$ cat config.mk
export PLATFORM = sky130hd
export DESIGN_NAME = tick_to_nanosecond_timekeeper_top
export DESIGN_NICKNAME = d
export VERILOG_FILES = /design/src/hdl/tntk_pkg.sv /design/src/hdl/tick_to_nanosecond_timekeeper_top.sv /design/src/hdl/tntk_cdiv.sv /design/src/hdl/tntk_ctrl.sv /design/src/hdl/tntk_dp.sv
export SDC_FILE = /design/constraint.sdc
export NUM_CORES = 2
export LEC_CHECK = 0
export BUFFER_PORTS_ARGS = -buffer_cell sky130_fd_sc_hd__buf_4
export CAP_MARGIN = 20
export CORE_MARGIN = 1.5
export CORE_UTILIZATION = 55
export DETAILED_ROUTE_END_ITERATION = 12
export PLACE_DENSITY = 0.72
export SETUP_SLACK_MARGIN = 0.3
export SKIP_LAST_GASP = 1
export SLEW_MARGIN = 10
export SYNTH_ARGS = -nofsm -noshare
export SYNTH_HDL_FRONTEND = slang
export SYNTH_HIERARCHICAL = 1
export SYNTH_SLANG_ARGS = --single-unit
$ cat constraint.sdc
create_clock -name aclk -period 57.1 [get_ports aclk]
set_input_delay 2.855 -clock aclk [delete_from_list [all_inputs] [get_ports aclk]]
set_output_delay 2.855 -clock aclk [all_outputs]
set_load 0.005 [all_outputs]
$ cat src/hdl/tntk_pkg.sv
// Types and constants shared by the timekeeper modules.
package tntk_pkg;

    // Field widths.
    localparam int TICK_W   = 64;
    localparam int FREQ_W   = 40;
    localparam int KIND_W   = 2;
    localparam int NS_W     = 64;
    localparam int US_W     = 55;
    localparam int MS_W     = 45;
    localparam int STATUS_W = 2;
    localparam int MULT_W   = 32;
    localparam int SHIFT_W  = 5;

    // Packed output data: time_ns, time_us, time_ms, padded to whole bytes.
    localparam int M_DATA_USED = NS_W + US_W + MS_W;
    localparam int M_DATA_W    = ((M_DATA_USED + 7) / 8) * 8;
    localparam int NS_LSB      = 0;
    localparam int US_LSB      = NS_W;
    localparam int MS_LSB      = NS_W + US_W;

    // Calibration constants.
    localparam int NS_SEC_W = 30;
    localparam logic [NS_SEC_W-1:0] NS_PER_SEC = NS_SEC_W'(1000000000);
    localparam logic [SHIFT_W-1:0]  MAX_SHIFT  = SHIFT_W'(30);
    localparam int CAL_DVD_W = NS_SEC_W + 30;
    localparam logic [FREQ_W-1:0]   FREQ_RESET = FREQ_W'(1000000000);

    // Constant divisors for the microsecond and millisecond fields.
    localparam int CDIV_W = 20;
    localparam logic [CDIV_W-1:0] DIV_US = CDIV_W'(1000);
    localparam logic [CDIV_W-1:0] DIV_MS = CDIV_W'(1000000);
    localparam int CDIV_BITS = 8;

    // Sequencer step counts.
    localparam int CNT_W      = 5;
    localparam int CAL_STEPS  = MULT_W;
    localparam int QDIV_STEPS = NS_W / CDIV_BITS;

    // Item kinds.
    localparam logic [KIND_W-1:0] KIND_INIT   = 2'd0;
    localparam logic [KIND_W-1:0] KIND_UPDATE = 2'd1;
    localparam logic [KIND_W-1:0] KIND_READ   = 2'd2;

    // Result status codes.
    localparam logic [STATUS_W-1:0] STATUS_OK        = 2'd0;
    localparam logic [STATUS_W-1:0] STATUS_BAD_PARAM = 2'd1;
    localparam logic [STATUS_W-1:0] STATUS_NOT_INIT  = 2'd2;

    // Sequencer states.
    typedef enum logic [3:0] {
        S_IDLE,
        S_DECODE,
        S_FAULT,
        S_SEARCH,
        S_CAL_DIV,
        S_CAL_COMMIT,
        S_MUL,
        S_ADD,
        S_QDIV,
        S_DONE
    } tntk_state_t;

    // Commands from the controller to the datapath.
    typedef struct packed {
        logic take;
        logic search_init;
        logic search_dec;
        logic cal_load;
        logic cal_step;
        logic cal_commit;
        logic mul;
        logic add;
        logic fault;
        logic qdiv_step;
        logic out_load;
    } tntk_cmd_t;

    // Status from the datapath to the controller.
    typedef struct packed {
        logic kind_init;
        logic freq_zero;
        logic calibrated;
        logic search_hit;
        logic out_free;
    } tntk_sts_t;

endpackage

$ cat src/hdl/tick_to_nanosecond_timekeeper_top.sv
// Top level of the tick-to-nanosecond timekeeper.
//
// Usage: each input transfer carries a raw tick count on s_tdata and an item
// kind on s_tuser (init and calibrate, update, read). Each item gives exactly
// one result transfer: time in ns, us and ms packed on m_tdata and a status
// code on m_tuser. The tick frequency register is written through cfg_wr_en
// and cfg_wr_data; write it only while the block is idle, which the block
// itself does not enforce; it is used at the next init. Items are worked on
// one at a time. An update or read passes through decoding, the multiply,
// the shift and add, the constant dividers, which produce eight quotient bits
// per cycle, and the loading of the output register; the next item is
// accepted once the sequencer is back in idle. An init adds the shift search,
// the one-bit-per-cycle calibration divider and a step that stores the new
// scale. A faulty item (zero frequency or not calibrated) goes from decoding
// straight to the constant dividers with a zero time. Reset clears the
// calibration and the stored time, empties the output register and sets the
// frequency to 1 GHz. If the receiver stalls, the result holds in the output
// register and the next item may still be accepted and worked on; it then
// waits for the register to empty.
module tick_to_nanosecond_timekeeper_top (
    input  logic                                aclk,
    input  logic                                aresetn,
    input  logic                                s_tvalid,
    output logic                                s_tready,
    input  logic [tntk_pkg::TICK_W-1:0]         s_tdata,   // tick_count
    input  logic [tntk_pkg::KIND_W-1:0]         s_tuser,   // kind
    output logic                                m_tvalid,
    input  logic                                m_tready,
    output logic [tntk_pkg::M_DATA_W-1:0]       m_tdata,   // time_ns, time_us, time_ms
    output logic [tntk_pkg::STATUS_W-1:0]       m_tuser,   // status
    input  logic                                cfg_wr_en,
    input  logic [tntk_pkg::FREQ_W-1:0]         cfg_wr_data
);
    import tntk_pkg::*;

    tntk_cmd_t cmd;
    tntk_sts_t sts;

    // Sequencer.
    tntk_ctrl u_ctrl (
        .aclk     (aclk),
        .aresetn  (aresetn),
        .s_tvalid (s_tvalid),
        .s_tready (s_tready),
        .sts      (sts),
        .cmd      (cmd)
    );

    // Arithmetic and storage.
    tntk_dp u_dp (
        .aclk        (aclk),
        .aresetn     (aresetn),
        .s_tdata     (s_tdata),
        .s_tuser     (s_tuser),
        .cfg_wr_en   (cfg_wr_en),
        .cfg_wr_data (cfg_wr_data),
        .m_tready    (m_tready),
        .m_tvalid    (m_tvalid),
        .m_tdata     (m_tdata),
        .m_tuser     (m_tuser),
        .cmd         (cmd),
        .sts         (sts)
    );

endmodule

$ cat src/hdl/tntk_cdiv.sv
// Divider by a constant, producing eight quotient bits per step.
module tntk_cdiv (
    input  logic                          aclk,
    input  logic                          load,
    input  logic [tntk_pkg::NS_W-1:0]     dvd_in,
    input  logic                          step,
    input  logic [tntk_pkg::CDIV_W-1:0]   divisor,
    output logic [tntk_pkg::NS_W-1:0]     quot
);
    import tntk_pkg::*;

    logic [CDIV_W-1:0] rem_reg;
    logic [CDIV_W-1:0] rem_next;
    logic [NS_W-1:0]   num_reg;
    logic [NS_W-1:0]   num_next;

    // Restoring division: the dividend shifts out at the top while the
    // quotient bits shift in at the bottom.
    always_comb begin
        logic [CDIV_W:0]   trial;
        logic [CDIV_W-1:0] r;
        logic [NS_W-1:0]   n;
        r = rem_reg;
        n = num_reg;
        for (int i = 0; i < CDIV_BITS; i++) begin
            trial = {r, n[NS_W-1]};
            n     = {n[NS_W-2:0], 1'b0};
            if (trial >= {1'b0, divisor}) begin
                trial = trial - {1'b0, divisor};
                n[0]  = 1'b1;
            end
            r = trial[CDIV_W-1:0];
        end
        rem_next = r;
        num_next = n;
    end

    // Working registers.
    always_ff @(posedge aclk) begin
        if (load) begin
            rem_reg <= '0;
            num_reg <= dvd_in;
        end else if (step) begin
            rem_reg <= rem_next;
            num_reg <= num_next;
        end
    end

    assign quot = num_reg;

endmodule

$ cat src/hdl/tntk_ctrl.sv
// Sequencer that steps one item at a time through the datapath.
module tntk_ctrl (
    input  logic                aclk,
    input  logic                aresetn,
    input  logic                s_tvalid,
    output logic                s_tready,
    input  tntk_pkg::tntk_sts_t sts,
    output tntk_pkg::tntk_cmd_t cmd
);
    import tntk_pkg::*;

    tntk_state_t       state_reg;
    tntk_state_t       state_next;
    logic [CNT_W-1:0]  cnt_reg;
    logic [CNT_W-1:0]  cnt_next;
    logic              cal_last;
    logic              qdiv_last;

    assign cal_last  = (cnt_reg == CNT_W'(CAL_STEPS - 1));
    assign qdiv_last = (cnt_reg == CNT_W'(QDIV_STEPS - 1));

    // State and step counter.
    always_ff @(posedge aclk) begin
        if (!aresetn) begin
            state_reg <= S_IDLE;
            cnt_reg   <= '0;
        end else begin
            state_reg <= state_next;
            cnt_reg   <= cnt_next;
        end
    end

    // The counter runs only in the two iterating states.
    always_comb begin
        if ((state_reg == S_CAL_DIV) || (state_reg == S_QDIV)) begin
            cnt_next = cnt_reg + CNT_W'(1);
        end else begin
            cnt_next = '0;
        end
    end

    // Next state.
    always_comb begin
        state_next = state_reg;
        unique case (state_reg)
            S_IDLE: begin
                if (s_tvalid) begin
                    state_next = S_DECODE;
                end
            end
            S_DECODE: begin
                if (sts.kind_init) begin
                    state_next = sts.freq_zero ? S_FAULT : S_SEARCH;
                end else begin
                    state_next = sts.calibrated ? S_MUL : S_FAULT;
                end
            end
            S_FAULT:      state_next = S_QDIV;
            S_SEARCH: begin
                if (sts.search_hit) begin
                    state_next = S_CAL_DIV;
                end
            end
            S_CAL_DIV: begin
                if (cal_last) begin
                    state_next = S_CAL_COMMIT;
                end
            end
            S_CAL_COMMIT: state_next = S_MUL;
            S_MUL:        state_next = S_ADD;
            S_ADD:        state_next = S_QDIV;
            S_QDIV: begin
                if (qdiv_last) begin
                    state_next = S_DONE;
                end
            end
            S_DONE: begin
                if (sts.out_free) begin
                    state_next = S_IDLE;
                end
            end
            default:      state_next = S_IDLE;
        endcase
    end

    // Commands.
    always_comb begin
        cmd      = '0;
        s_tready = 1'b0;
        unique case (state_reg)
            S_IDLE: begin
                s_tready = 1'b1;
                cmd.take = s_tvalid;
            end
            S_DECODE:     cmd.search_init = 1'b1;
            S_FAULT:      cmd.fault       = 1'b1;
            S_SEARCH: begin
                cmd.cal_load   = sts.search_hit;
                cmd.search_dec = !sts.search_hit;
            end
            S_CAL_DIV:    cmd.cal_step    = 1'b1;
            S_CAL_COMMIT: cmd.cal_commit  = 1'b1;
            S_MUL:        cmd.mul         = 1'b1;
            S_ADD:        cmd.add         = 1'b1;
            S_QDIV:       cmd.qdiv_step   = 1'b1;
            S_DONE:       cmd.out_load    = sts.out_free;
            default:      cmd             = '0;
        endcase
    end

endmodule

$ cat src/hdl/tntk_dp.sv
// Datapath: calibration search and division, scaling, constant dividers and output register.
module tntk_dp (
    input  logic                                aclk,
    input  logic                                aresetn,
    input  logic [tntk_pkg::TICK_W-1:0]         s_tdata,
    input  logic [tntk_pkg::KIND_W-1:0]         s_tuser,
    input  logic                                cfg_wr_en,
    input  logic [tntk_pkg::FREQ_W-1:0]         cfg_wr_data,
    input  logic                                m_tready,
    output logic                                m_tvalid,
    output logic [tntk_pkg::M_DATA_W-1:0]       m_tdata,
    output logic [tntk_pkg::STATUS_W-1:0]       m_tuser,
    input  tntk_pkg::tntk_cmd_t                 cmd,
    output tntk_pkg::tntk_sts_t                 sts
);
    import tntk_pkg::*;

    // Configuration and persistent state.
    logic [FREQ_W-1:0]   freq_reg;
    logic                calibrated_reg;
    logic [MULT_W-1:0]   mult_reg;
    logic [SHIFT_W-1:0]  shift_reg;
    logic [TICK_W-1:0]   last_ticks_reg;
    logic [NS_W-1:0]     last_time_reg;

    // Per-item working registers.
    logic [KIND_W-1:0]   kind_reg;
    logic [TICK_W-1:0]   ticks_reg;
    logic [SHIFT_W-1:0]  sh_reg;
    logic [FREQ_W-1:0]   cal_rem_reg;
    logic [FREQ_W-1:0]   cal_rem_next;
    logic [MULT_W-1:0]   cal_num_reg;
    logic [MULT_W-1:0]   cal_num_next;
    logic [NS_W-1:0]     prod_reg;
    logic [NS_W-1:0]     ns_reg;
    logic [STATUS_W-1:0] res_status_reg;

    // Output register.
    logic                m_tvalid_reg;
    logic [M_DATA_W-1:0] m_tdata_reg;
    logic [STATUS_W-1:0] m_tuser_reg;

    logic [CAL_DVD_W-1:0] cal_dvd;
    logic [MULT_W-1:0]    delta;
    logic [NS_W-1:0]      prod_w;
    logic [NS_W-1:0]      sum_w;
    logic                 commit_time;
    logic [NS_W-1:0]      cdiv_in;
    logic                 cdiv_load;
    logic [NS_W-1:0]      quot_us;
    logic [NS_W-1:0]      quot_ms;

    // Trial dividend of the shift search: one second in ns, shifted.
    assign cal_dvd = CAL_DVD_W'(NS_PER_SEC) << sh_reg;

    // Calibration divider, one quotient bit per cycle.
    always_comb begin
        logic [FREQ_W:0] trial;
        trial = {cal_rem_reg, cal_num_reg[MULT_W-1]};
        if (trial >= {1'b0, freq_reg}) begin
            trial        = trial - {1'b0, freq_reg};
            cal_num_next = {cal_num_reg[MULT_W-2:0], 1'b1};
        end else begin
            cal_num_next = {cal_num_reg[MULT_W-2:0], 1'b0};
        end
        cal_rem_next = trial[FREQ_W-1:0];
    end

    // Scaling: only the low word of the tick delta counts.
    assign delta       = ticks_reg[MULT_W-1:0] - last_ticks_reg[MULT_W-1:0];
    assign prod_w      = mult_reg * delta;
    assign sum_w       = (prod_reg >> shift_reg) + last_time_reg;
    assign commit_time = (kind_reg == KIND_INIT) || (kind_reg == KIND_UPDATE);

    // Status towards the controller.
    assign sts.kind_init  = (kind_reg == KIND_INIT);
    assign sts.freq_zero  = (freq_reg == '0);
    assign sts.calibrated = calibrated_reg;
    assign sts.search_hit = (FREQ_W'(cal_dvd[CAL_DVD_W-1:MULT_W]) < freq_reg);
    assign sts.out_free   = !m_tvalid_reg || m_tready;

    // Control state, configuration and calibration results.
    always_ff @(posedge aclk) begin
        if (!aresetn) begin
            freq_reg       <= FREQ_RESET;
            calibrated_reg <= 1'b0;
            mult_reg       <= '0;
            shift_reg      <= '0;
            last_ticks_reg <= '0;
            last_time_reg  <= '0;
            m_tvalid_reg   <= 1'b0;
        end else begin
            if (cfg_wr_en) begin
                freq_reg <= cfg_wr_data;
            end
            if (cmd.cal_commit) begin
                calibrated_reg <= 1'b1;
                mult_reg       <= cal_num_reg;
                shift_reg      <= sh_reg;
                last_ticks_reg <= '0;
                last_time_reg  <= '0;
            end else if (cmd.add && commit_time) begin
                last_ticks_reg <= ticks_reg;
                last_time_reg  <= sum_w;
            end
            if (cmd.out_load) begin
                m_tvalid_reg <= 1'b1;
            end else if (m_tready) begin
                m_tvalid_reg <= 1'b0;
            end
        end
    end

    // Working payload registers.
    always_ff @(posedge aclk) begin
        if (cmd.take) begin
            kind_reg  <= s_tuser;
            ticks_reg <= s_tdata;
        end
        if (cmd.search_init) begin
            sh_reg <= MAX_SHIFT;
        end else if (cmd.search_dec) begin
            sh_reg <= sh_reg - SHIFT_W'(1);
        end
        if (cmd.cal_load) begin
            cal_rem_reg <= FREQ_W'(cal_dvd[CAL_DVD_W-1:MULT_W]);
            cal_num_reg <= cal_dvd[MULT_W-1:0];
        end else if (cmd.cal_step) begin
            cal_rem_reg <= cal_rem_next;
            cal_num_reg <= cal_num_next;
        end
        if (cmd.mul) begin
            prod_reg <= prod_w;
        end
        if (cmd.fault) begin
            ns_reg         <= '0;
            res_status_reg <= (kind_reg == KIND_INIT) ? STATUS_BAD_PARAM : STATUS_NOT_INIT;
        end else if (cmd.add) begin
            ns_reg         <= sum_w;
            res_status_reg <= STATUS_OK;
        end
        if (cmd.out_load) begin
            m_tdata_reg <= M_DATA_W'({quot_ms[MS_W-1:0], quot_us[US_W-1:0], ns_reg});
            m_tuser_reg <= res_status_reg;
        end
    end

    // Microsecond and millisecond dividers share the loaded timestamp.
    assign cdiv_load = cmd.add || cmd.fault;
    assign cdiv_in   = cmd.fault ? '0 : sum_w;

    tntk_cdiv u_div_us (
        .aclk    (aclk),
        .load    (cdiv_load),
        .dvd_in  (cdiv_in),
        .step    (cmd.qdiv_step),
        .divisor (DIV_US),
        .quot    (quot_us)
    );

    tntk_cdiv u_div_ms (
        .aclk    (aclk),
        .load    (cdiv_load),
        .dvd_in  (cdiv_in),
        .step    (cmd.qdiv_step),
        .divisor (DIV_MS),
        .quot    (quot_ms)
    );

    assign m_tvalid = m_tvalid_reg;
    assign m_tdata  = m_tdata_reg;
    assign m_tuser  = m_tuser_reg;

endmodule

Word level (Yosys, flattened, before mapping):

Cells that the tools add are included.

* bits in registers: 759
* bits of input ports: 111
* word-level logic and storage cells: 170

* add/sub/neg operators: 21
* multiply operators: 1
* order comparisons: 18
* equal/unequal tests: 17
* shift-type cells: 2
* mux-type cells: 68
* bitwise logic cells: 1
* reduce and logical (&&, ||, !) cells: 18

Operators with widths (count)
* 2-to-1 mux 20 bit: 16
* 2-to-1 mux 64 bit: 5
* >= comparator 21 x 10 -> 1 bit, second input constant: 8
* >= comparator 21 x 20 -> 1 bit, second input constant: 8
* subtractor 20 x 10 -> 20 bit, second input constant: 8
* subtractor 20 bit, second input constant: 8
* adder 64 bit: 1
* multiplier 32 x 32 -> 64 bit: 1
* 2-to-1 mux 32 bit: 2
* >> shifter 64 x 5 -> 64 bit: 1
* << shifter 30 x 5 -> 60 bit, first input constant: 1
* 2-to-1 mux 28 bit: 2
* >= comparator 41 x 40 -> 1 bit: 1
* logical NOT 40 bit: 1
* less-than comparator 28 x 40 -> 1 bit: 1
* 2-to-1 mux 40 bit: 1
* subtractor 40 bit: 1
* one-hot mux 4 bit (9 select lines): 1
* subtractor 32 bit: 1
* 2-to-1 mux 1 bit: 30
* 2-to-1 mux 4 bit: 6
* equality test 4 x 3 -> 1 bit, second input constant: 4
* equality test 4 x 2 -> 1 bit, second input constant: 2
* equality test 4 bit, second input constant: 2
* 20 further kinds: 34

Depth between registers and ports, before layout:

* depth in word-level cells: 18
* mapped depth: 115
* mapped depth without buffers: 102

Hierarchy:

Netlist, hierarchy kept.

By module, submodules not included
* tntk_dp: times used 1, cells an instance 7085, area an instance 65690.5 sq um, sequential area each 14914.3 sq um
* tntk_cdiv (u_dp.u_div_us): times used 1, cells an instance 1512, area an instance 12942.4 sq um, sequential area each 2322.2 sq um
* tntk_cdiv (u_dp.u_div_ms): times used 1, cells an instance 1495, area an instance 12911.1 sq um, sequential area each 2322.2 sq um
* tntk_ctrl: times used 1, cells an instance 84, area an instance 634.4 sq um, sequential area each 180.2 sq um

Least setup slack after synthesis:

Ideal clock, no wire load.

* path kind: register to register
* from: register u_dp.u_div_us.rem_reg[9]
* to: register u_dp.u_div_us.num_reg[0], in the netlist u_dp/u_div_us/quot[0] (data pin)
* setup time: 0.260 ns
* arrival time: 21.666 ns
* setup slack: 35.175 ns
* cell stages (with the launch flop): 104
* buffers on the path: 12
* clock period less this slack: 21.925 ns
* path through: dfxtp_1 > ha_1 > buf_2 > nand4_1 > or4_1 > a21o_1 > o211ai_2 > or2_1 > buf_2 > buf_4 > mux2_2 > ha_1 > o31a_1 > o311a_1 > o21a_1 > o221a_2 > nor2_1 > nand2_2 > [68 not listed] > and3_1 > nand2_1 > o21ai_0 > ha_1 > nor2b_1 > o21ai_0 > a21boi_0 > o21ai_0 > nand2b_1 > a31oi_1 > nor2_1 > nor4_1 > o31ai_1 > o41ai_1 > o21ai_0 > a311o_1 > buf_2 > mux2_2

* word-level cells in the longest chain between the ends: 18
* elaborated cells between the ends (all ways): 25

Ends and longest elaborated chain
* start: declaration: line tntk_cdiv.sv:12 `logic [CDIV_W-1:0] rem_reg;`
* start signal: assignment: line tntk_cdiv.sv:44 `rem_reg <= rem_next;`
* subtractor 20 x 10 -> 20 bit or >= comparator 21 x 10 -> 1 bit (tied branches): line tntk_cdiv.sv:29, tntk_cdiv.sv:28
* 2-to-1 mux 20 bit *: line tntk_cdiv.sv:28 `if (trial >= {1'b0, divisor}) begin`
* subtractor 20 x 10 -> 20 bit or >= comparator 21 x 10 -> 1 bit (tied branches): line tntk_cdiv.sv:29, tntk_cdiv.sv:28
* 2-to-1 mux 20 bit *: line tntk_cdiv.sv:28
* subtractor 20 x 10 -> 20 bit or >= comparator 21 x 10 -> 1 bit (tied branches): line tntk_cdiv.sv:29, tntk_cdiv.sv:28
* 2-to-1 mux 20 bit *: line tntk_cdiv.sv:28
* subtractor 20 x 10 -> 20 bit or >= comparator 21 x 10 -> 1 bit (tied branches): line tntk_cdiv.sv:29, tntk_cdiv.sv:28
* 2-to-1 mux 20 bit *: line tntk_cdiv.sv:28
* [2 not listed]
* subtractor 20 x 10 -> 20 bit or >= comparator 21 x 10 -> 1 bit (tied branches): line tntk_cdiv.sv:29, tntk_cdiv.sv:28
* 2-to-1 mux 20 bit *: line tntk_cdiv.sv:28
* subtractor 20 x 10 -> 20 bit or >= comparator 21 x 10 -> 1 bit (tied branches): line tntk_cdiv.sv:29, tntk_cdiv.sv:28
* 2-to-1 mux 20 bit *: line tntk_cdiv.sv:28
* >= comparator 21 x 10 -> 1 bit *: line tntk_cdiv.sv:28
* 2-to-1 mux 1 bit *: line tntk_cdiv.sv:28
* 2-to-1 mux 64 bit *: line tntk_cdiv.sv:43 `end else if (step) begin`
* 2-to-1 mux 64 bit *: line tntk_cdiv.sv:40 `if (load) begin`
* end signal: assignment: line tntk_cdiv.sv:42 `num_reg <= dvd_in;`
* end signal: assignment: line tntk_cdiv.sv:45 `num_reg <= num_next;`
* end: declaration: line tntk_cdiv.sv:14 `logic [NS_W-1:0] num_reg;`

Every way passes the cells marked *; elsewhere a longest branch is shown, timed or not. The select of a mux whose other input is x is not followed.
A chain may end at the register's enable or synchronous reset.

Final worst setup path:

* from: register u_dp.u_div_us.rem_reg[9]
* to: register u_dp.u_div_us.rem_reg[15]

* word-level cells in the longest chain between the ends: 16
* elaborated cells between the ends (all ways): 24

Ends and longest elaborated chain (line)
* subtractor 20 x 10 -> 20 bit or >= comparator 21 x 10 -> 1 bit (tied branches): tntk_cdiv.sv:29, tntk_cdiv.sv:28
* 2-to-1 mux 20 bit *: tntk_cdiv.sv:28
* subtractor 20 x 10 -> 20 bit or >= comparator 21 x 10 -> 1 bit (tied branches): tntk_cdiv.sv:29, tntk_cdiv.sv:28
* 2-to-1 mux 20 bit *: tntk_cdiv.sv:28
* subtractor 20 x 10 -> 20 bit or >= comparator 21 x 10 -> 1 bit (tied branches): tntk_cdiv.sv:29, tntk_cdiv.sv:28
* 2-to-1 mux 20 bit *: tntk_cdiv.sv:28
* subtractor 20 x 10 -> 20 bit or >= comparator 21 x 10 -> 1 bit (tied branches): tntk_cdiv.sv:29, tntk_cdiv.sv:28
* 2-to-1 mux 20 bit *: tntk_cdiv.sv:28
* subtractor 20 x 10 -> 20 bit or >= comparator 21 x 10 -> 1 bit (tied branches): tntk_cdiv.sv:29, tntk_cdiv.sv:28
* 2-to-1 mux 20 bit *: tntk_cdiv.sv:28
* subtractor 20 x 10 -> 20 bit or >= comparator 21 x 10 -> 1 bit (tied branches): tntk_cdiv.sv:29, tntk_cdiv.sv:28
* 2-to-1 mux 20 bit *: tntk_cdiv.sv:28
* >= comparator 21 x 10 -> 1 bit or subtractor 20 x 10 -> 20 bit (tied branches): tntk_cdiv.sv:28, tntk_cdiv.sv:29
* 2-to-1 mux 20 bit *: tntk_cdiv.sv:28
* subtractor 20 x 10 -> 20 bit or >= comparator 21 x 10 -> 1 bit (tied branches): tntk_cdiv.sv:29, tntk_cdiv.sv:28
* 2-to-1 mux 20 bit *: tntk_cdiv.sv:28

Every way passes the cells marked *; elsewhere a longest branch is shown, timed or not.

==> results_dict.tcl <==
set metrics [dict create \
    status "completed" \
    ys_async_sr_fraction 0 \
    setup_viol 0 \
    fin_cells 12500 \
    clkTransAtPathRegs_ns 0.06 \
    syn_inst 10200 \
    slew_headroom 0.174 \
    slowest_stage "and2_1" \
    post-route-period-util 0.497 \
    crit_fanout 24 \
    drc 0 \
    clockBufferDepth 3 \
    period_needed_ns 28.36 \
    vias_per_cell 6.01 \
    drt_iter0_drc 6463 \
    worst_slew_pin_slew_ns 1.23 \
    clk_latency_ns 0.73 \
    fp.dieH_um 412 \
    ys_warn_count 6 \
    gp_congestion 0.987 \
    cap_violations 0 \
    post-cts-setup-buffers 0 \
    ios 283 \
    yosys_register_bits 759 \
    slowest_delay_ns 0.76 \
    layout_setup_ws_ns 28.74 \
    layout-drive-gt1-share 0.0973 \
    synth_edf_count 454 \
    cts_buffers 86 \
    fp.dieArea_um2 170000 \
    top_layer "met5" \
    synthDistinctLibCells 126 \
    wl_met3_mm 18.4 \
    dieWidth_um 412 \
    dpl.cell_count 12300 \
    fin_tns_setup_ns 0 \
    row_count 150 \
    core_area_um2 167000 \
    path_class "flop to flop" \
    ant_nets 0 \
    grt_pass1_wl_mm 418 \
    final-max-slew-violation-count 0 \
    syn_area_um2 92200 \
    syn_avg_cell_area_um2 9.06 \
    vias 74900 \
    antenna_found_initial 11 \
    start_kind "flop" \
    fin_nets 12000 \
    hp-class "flop to flop" \
    wl_met2_mm 127 \
    root_buffer "clkbuf_16" \
    overflow 0 \
    cts_tree "done" \
    grt_use_total 0.314 \
    cp_common_cell "o21ai_0" \
    required_ns 57.76 \
    drt_first_pass_iters 6 \
    cts_max_level 3 \
    dp_hpwl_mm 207 \
    io_buffers 246 \
    finalHoldViolations 0 \
    grt_pass1_vias 75400 \
    holdBufCountCts 0 \
    endpoint_kind "flop" \
    ys_seq_area_frac 0.214 \
    post-place-ws_ns 29.66 \
    start_util 0.552 \
    finalClockSkew_ns 0.0489 \
    cts_resized 0 \
    clock.fmax_mhz 35.3 \
    synth_ff_type "edfxtp_1" \
    postRouteWirelength_mm 268 \
    wl_per_cell_um 21.5 \
    crit_arrival_ns 29.02 \
    area_growth_syn_to_layout_pct 7.71 \
    wl_met1_mm 110 \
    largest_reg_flops 164 \
    rsz0062_at_grt "false" \
    cts.sink_count 759 \
    grt_max_degree 164 \
]
-- worst max-delay path, delay by kind of cell (launching register included) --
family / cells / cell delay [ns]
AOI/OAI and AO/OA: 52 / 15.62
buffers and inverters: 6 / 0.77
adders and majority gates: 8 / 2.51
and+or+nand+nor: 25 / 7.87
muxes: 3 / 1.04
DFF: 1 / 0.35
-- Yosys cell counts (22+ instances only) --
cell         n  area share
nor2_1     506       0.021
nor2b_1    201       0.014
a21boi_0    28      0.0023
o21ai_0    342       0.019
mux2i_1    243       0.026
a211oi_1    80      0.0065
inv_1     1259       0.051
nand2_1   1264       0.051
o31ai_1     29      0.0024
o21a_1      91      0.0074
o211ai_1    59      0.0048
nor4_1      40      0.0027
o22ai_1     27      0.0018
edfxtp_1   454        0.15
mux2_4      22      0.0036
nand3_1    133      0.0072
nand4_1     94      0.0064
and2_1     453       0.031
a21o_1     174       0.014
mux2_2     282       0.034
mux4_2      52       0.013
ha_1       754        0.10
or3_1       36      0.0024
buf_2       25      0.0014
xnor2_1    293       0.028
nand2b_1    88      0.0060
a31oi_1     47      0.0032
dfxtp_1    305       0.066
fa_1       915        0.20
o21bai_1    83      0.0068
nor3_1     116      0.0063
clkbuf_1   394       0.016
and3_1      69      0.0047
a21oi_1    593       0.032
or2_2       27      0.0018
buf_1       38      0.0015
xor2_1     131       0.012
-- final timing paths --
check	startpoint	end	slack [ns]	cells after the start
max reg2reg	u_dp/u_div_us/rem_reg[9]$_SDFFE_PP0P_	u_dp/u_div_us/rem_reg[15]$_SDFFE_PP0P_	28.74	94
min reg2reg	u_dp/ns_reg[12]$_SDFFE_PP0P_	u_dp/m_tdata[12]$_DFFE_PP_	0.42	0
max	u_dp/u_div_us/rem_reg[9]$_SDFFE_PP0P_	u_dp/u_div_us/rem_reg[15]$_SDFFE_PP0P_	28.74	94
min	u_dp/ns_reg[12]$_SDFFE_PP0P_	u_dp/m_tdata[12]$_DFFE_PP_	0.42	0
-- cell type report --
type | count | area (um^2)
sequential | 759 | 19700
inverter | 1263 | 4740
fill | 14200 | 67600
clock inverter | 42 | 599
timing repair buffer | 347 | 2640
antenna | 8 | 20.0
tap | 2204 | 2760
clock buffer | 118 | 2440
multi-input combinational | 7739 | 66300
-- metrics by stage --
stage	instance area (um^2)	util	hold WS [ns]
2_1_floorplan	92400	-	0.400
3_3_place_gp	96200	0.577	0.408
3_5_place_dp	96200	0.577	0.413
4_1_cts	99200	0.595	0.417
5_1_grt	99300	0.595	0.434
6_report	99300	0.595	0.422
-- cells by family (layout without fill, tap and decap cells) --
kind of cell / count (synthesis) / count (layout) / share of synthesized area
xor gates and xnor gates: 424 / 424 / 0.0403
AOI/OAI and AO/OA: 1866 / 1866 / 0.132
other: 2 / 76 / 0.0000815
buffers and inverters: 1744 / 1770 / 0.0728
adders and majority gates: 1669 / 1669 / 0.301
DFF: 759 / 759 / 0.214
and+or+nand+nor: 3106 / 3106 / 0.161
muxes: 606 / 606 / 0.0780
-- placed cells by master, fill, tap and decap left out, drive strengths merged, types with 95 or more instances in the layout --
cell type	n
a21o	174
a21oi	597
and2	455
buf	346
clkbuf	119
dfxtp	305
edfxtp	454
fa	915
ha	754
inv	1266
mux2	309
mux2i	245
nand2	1267
nand3	134
nand4	95
nor2	509
nor2b	201
nor3	116
o21ai	358
xnor2	293
xor2	131
-- routing by layer --
layer / track usage / vias to the layer above
met1: 0.407 / 37100
met5: 0 / -
met3: 0.0431 / 653
met2: 0.524 / 2886
met4: 0.135 / 2
li1: - / 34300
Power is left out: the tool's default activity adds up to more than one toggle a clock period on the data nets, which glitch-free logic cannot reach.
